`config.mk`:
```
export PLATFORM = sky130hd
export DESIGN_NAME = sfab_alu
export DESIGN_NICKNAME = d
export VERILOG_FILES = /design/src/rtl/sfab_pkg.sv /design/src/rtl/sfab_alu.sv
export SDC_FILE = /design/constraint.sdc
export NUM_CORES = 1
export LEC_CHECK = 0
export BUFFER_PORTS_ARGS = -buffer_cell sky130_fd_sc_hd__buf_2
export CAP_MARGIN = 10
export CELL_PAD_IN_SITES_DETAIL_PLACEMENT = 1
export CELL_PAD_IN_SITES_GLOBAL_PLACEMENT = 1
export CORE_MARGIN = 4
export CORE_UTILIZATION = 30
export DETAILED_ROUTE_END_ITERATION = 8
export GPL_ROUTABILITY_DRIVEN = 0
export GPL_TIMING_DRIVEN = 0
export PLACE_DENSITY = 0.7
export SLEW_MARGIN = 20
export SYNTH_ARGS = -nofsm -noshare
export SYNTH_HDL_FRONTEND = slang
export SYNTH_SLANG_ARGS = --single-unit
```
`constraint.sdc`:
```
create_clock -name vclk -period 3.1
set_clock_uncertainty 0.05 [all_clocks]
set_input_delay 0.465 -clock vclk [all_inputs]
set_output_delay 0.465 -clock vclk [all_outputs]
set_load 0.005 [all_outputs]
```
`src/rtl/sfab_pkg.sv`:
```
// Shared types and constants for the shift/flip/logic blitter.
// Used by sfab_alu, the blitter core and the bench; depends on nothing else.
package sfab_pkg;

    localparam int ADDR_BITS = 13;

    typedef enum logic [1:0] {
        OP_CONTROL = 2'd0,
        OP_MAGIC   = 2'd1,
        OP_PLAIN   = 2'd2,
        OP_STATUS  = 2'd3
    } t_op;

    // logic function select, mode bits 7..4 (s = shifted byte, v = stored byte)
    typedef enum logic [3:0] {
        LF_S        = 4'd0,
        LF_S_OR_V   = 4'd1,
        LF_S_OR_NV  = 4'd2,
        LF_ONES     = 4'd3,
        LF_S_AND_V  = 4'd4,
        LF_V        = 4'd5,
        LF_XNOR     = 4'd6,
        LF_NS_OR_V  = 4'd7,
        LF_S_AND_NV = 4'd8,
        LF_XOR      = 4'd9,
        LF_NV       = 4'd10,
        LF_NAND     = 4'd11,
        LF_ZERO     = 4'd12,
        LF_NS_AND_V = 4'd13,
        LF_NOR      = 4'd14,
        LF_NS       = 4'd15
    } t_lfn;

    localparam logic [7:0] MODE_RESET = 8'hff;
    localparam logic [7:0] PREV_RESET = 8'hff;
    localparam int         MODE_FLIP  = 3;
    localparam logic [7:0] COLL_BIT   = 8'h80;

    typedef struct packed {
        t_op                  operation;
        logic [ADDR_BITS-1:0] address;
        logic [7:0]           data_byte;
        logic [7:0]           port_bits;
    } t_req;

    typedef struct packed {
        logic [7:0] read_data;
        logic [7:0] stored_byte;
        logic       collision_flag;
    } t_res;

endpackage

```
`src/rtl/sfab_alu.sv`:
```
// Shift, optional bit reversal, collision test and logic combine for a magic write.
// Depends on sfab_pkg.
module sfab_alu (
    input  logic [7:0] i_mode,
    input  logic [7:0] i_prev,
    input  logic [7:0] i_data,
    input  logic [7:0] i_stored,
    output logic [7:0] o_result,
    output logic       o_hit
);

    logic [15:0] word;
    logic [15:0] shifted;
    logic [7:0]  s;
    logic [7:0]  v;
    logic [7:0]  s_flip;

    always_comb begin
        word    = {i_prev, i_data};
        // even part from bits 2..1 plus one from bit 0 is just bits 2..0
        shifted = word >> i_mode[2:0];
        for (int i = 0; i < 8; i++) begin
            s_flip[i] = shifted[7-i];
        end
        s = i_mode[sfab_pkg::MODE_FLIP] ? s_flip : shifted[7:0];
        v = i_stored;
        o_hit = |(s & v);
        case (sfab_pkg::t_lfn'(i_mode[7:4]))
            sfab_pkg::LF_S:        o_result = s;
            sfab_pkg::LF_S_OR_V:   o_result = s | v;
            sfab_pkg::LF_S_OR_NV:  o_result = s | ~v;
            sfab_pkg::LF_ONES:     o_result = 8'hff;
            sfab_pkg::LF_S_AND_V:  o_result = s & v;
            sfab_pkg::LF_V:        o_result = v;
            sfab_pkg::LF_XNOR:     o_result = ~(s ^ v);
            sfab_pkg::LF_NS_OR_V:  o_result = ~s | v;
            sfab_pkg::LF_S_AND_NV: o_result = s & ~v;
            sfab_pkg::LF_XOR:      o_result = s ^ v;
            sfab_pkg::LF_NV:       o_result = ~v;
            sfab_pkg::LF_NAND:     o_result = ~(s & v);
            sfab_pkg::LF_ZERO:     o_result = 8'h00;
            sfab_pkg::LF_NS_AND_V: o_result = ~s & v;
            sfab_pkg::LF_NOR:      o_result = ~(s | v);
            default:               o_result = ~s;
        endcase
    end

endmodule

```
==> results.md <==
- Share of layout cells above drive strength 1: 0.4065
- Leakage power of the design: 1.156 nW
- Height of the die: 90.73 µm
- Post-synth net total: 319
- Max FO, Critical Path: 5
- Layer with the highest usage after global routing: met2
- Worst path arrival time: 2.96 ns
- Vias per cell: 6.121
- Starting utilization of the core area: 0.3161
- Number of antenna-violating nets in the routed design: 0
- Share of the core filled with cells in the final layout: 0.4340
- Die Outline Area: around 8200 µm²
- Post-CTS Hold Buffers: 0
- Max-slew headroom at the worst pin: 0.5000
- Placeable core region: around 6500 µm²
- Quantity of I/O buffers inserted on ports: 36
- Fin. max-slew vios: 0
- Required time of the critical path: 2.58 ns
- Antenna diode instance count: 0
- Synthesized cell area: between 2000 and 2500 µm²
- RSZ-0062 raised after global routing: true
- DP Worst Slack: -0.5186 ns
- Register area share after synthesis: 0
- DRC violations left: 0
- Post-synthesis adder-cell area fraction: 0.1950
- Critical path class: in2out
- Total overflow reported by the global router: 0
- Initial antenna violation count: 0
- Ratio of total power to cell area: approximately 210 nW/µm²
- Register area: 0 µm²
- Post-synthesis area per instance: approximately 8.1 µm²
- Crit path time final: 3.476 ns
- Combinational power share: 1.000
- Critical Path Start Type: input port
- Post-route setup TNS: -2.387 ns
- Final Non-Filler Cells: around 390
- First-pass iteration count of the detailed router: 4
- Biggest area consumer among synthesized cells: ha_1
- Largest family of logic cells by synthesized area: multiplexers
- Count of flip-flops and latches: 0
- Cells taking the most area after synthesis: ha_1, mux4_2, mux2_2, mux2i_1, mux2i_4
- Growth of design area from synthesis to finish: 37.29%
- Yosys Warn Count: 0
- Width of the die: between 90 and 100 µm
- Wire length per cell after detailed routing: 20.97 µm
- Met2 Resource Use GR: 0.3342
- Part of the power in the clock network: 0
- Compound-gate portion of the synthesized area: 0.2809
- List of most frequent post-synthesis cells: ha_1, inv_1, nor2_1
- Share of the cycle needed by the critical path after routing: 1.121
- Global-route wire length before repair: between 10 and 15 mm
- Met1 track demand over resource: 0.2530
- Routed via count: 2369
- Worst-Margin Slew: 0.7472 ns
- Proportion of synthesized area in mux cells: 0.2937
- Outcome: finished, violations left
- Pint: just under 0.3 mW
- Hold crit path type: in2out
- Detailed-placement wirelength estimate: 5.881 mm
- Slack of the critical path: -0.3757 ns
- Relative contribution of sequential cells to total power: 0
- Number of DRC markers after the initial detailed-route iteration: approximately 160
- Maximum number of pins on one net before global-route repair: 11
- Most common cell in the synthesized netlist: ha_1
- Yosys top cell area share: 0.1950
- Parity-gate share of the synthesized area counting xor and xnor cells: 0
- Post-synthesis simple-gate area fraction: 0.1365
- Overall global routing resource usage: 0.1918
- Final-report setup violation count: 9
- Net total in the final layout: ~380
- Gate Count Post-Synth: 255
- Via count of the first global-routing pass: 2495
- Rows: 29
- Violated checks: setup timing
- Met3 routing resource usage after global routing: 0.01500
- Net load switching power: roughly 0.3 mW
- Clock buffer instance count of the final layout: 0
- Worst hold-check slack: about 1.4 ns
- Number of distinct standard cells referenced by the synthesized netlist: 50
- Worst-case vdd ir drop: 0.00007759 V
- Total Routed Length: a little over 8 mm
- Max-cap viol count: 0
- Inst Count DP: approximately 370
- Count of boundary I/O pins: 41
- Peak clock frequency supported by timing: around 290 MHz
- Fraction of power spent switching nets: 0.5057
- Number of hold violations in the final report: 0
- Worst setup EP type: output pin
-- metrics by stage --
stage	power, mW	cell area (µm²)
after floorplan	0.3157	2085
after global placement	0.4403	2361
after detailed placement	0.4499	2361
after CTS	0.5308	2638
after global routing	0.6461	2819
final	0.5947	2819
-- worst max-delay path, cell delays in order --
cell     delay [ns]
buf_2          0.13
mux4_2         0.49
mux2_4         0.31
mux2i_4        0.18
buf_12         0.15
ha_4           0.20
nand2_1        0.06
o21ai_1        0.08
a32o_1         0.22
a221o_1        0.26
o32a_1         0.30
buf_2          0.13
-- cells in the final DEF, fill, tap and decap left out, types with 8 or more instances in the layout --
cell      count
buf_2        43
ha_1         18
nor2_1       17
inv_1        16
nand2_1      14
buf_4        12
mux4_2       11
clkbuf_1     10
a21oi_1      10
ha_4         10
a31oi_1       9
mux2_4        8
o22ai_1       8
-- what timing repair did --
item,in CTS,in global routing
endpoints found under the setup margin,9,9
pin swaps,14,21
cloned,1,0
gates resized for setup,24,31
buffers inserted,13,5
-- layout make-up --
cell class	count	area (µm²)
fill	789	3676
multi-input combinational	210	2126
timing repair buffer	55	382.9
buffer	22	125.1
tap	77	96.34
inverter	23	88.84
-- layer usage --
| metal | vias to the layer above | wire (µm) |
|---|---|---|
| li1 | 1092 | - |
| met1 | 1186 | 3460 |
| met2 | 75 | 4010 |
| met3 | 16 | 462 |
| met4 | 0 | 183 |
| met5 | - | 0 |
-- power groups by stage --
stage / Sequential [mW] / Clock, mW / Combinational [mW]
after floorplan: 0 / 0 / 0.316
after global placement: 0 / 0 / 0.440
after detailed placement: 0 / 0 / 0.450
after CTS: 0 / 0 / 0.531
after global routing: 0 / 0 / 0.646
final: 0 / 0 / 0.595
-- cells by family after synthesis --
family,count (synthesis)
buf+inv,45
compound gates,81
mux,39
simple gates,58
fa+ha+maj,32
-- worst paths after layout --
check / start / endpoint / slack, ns / depth (start not counted)
setup / recovery: i_prev[0] / o_result[6] / -0.38 / 12
hold / removal: i_stored[7] / o_hit / 1.42 / 5
No activity file was read; power rests on OpenSTA's default activity.
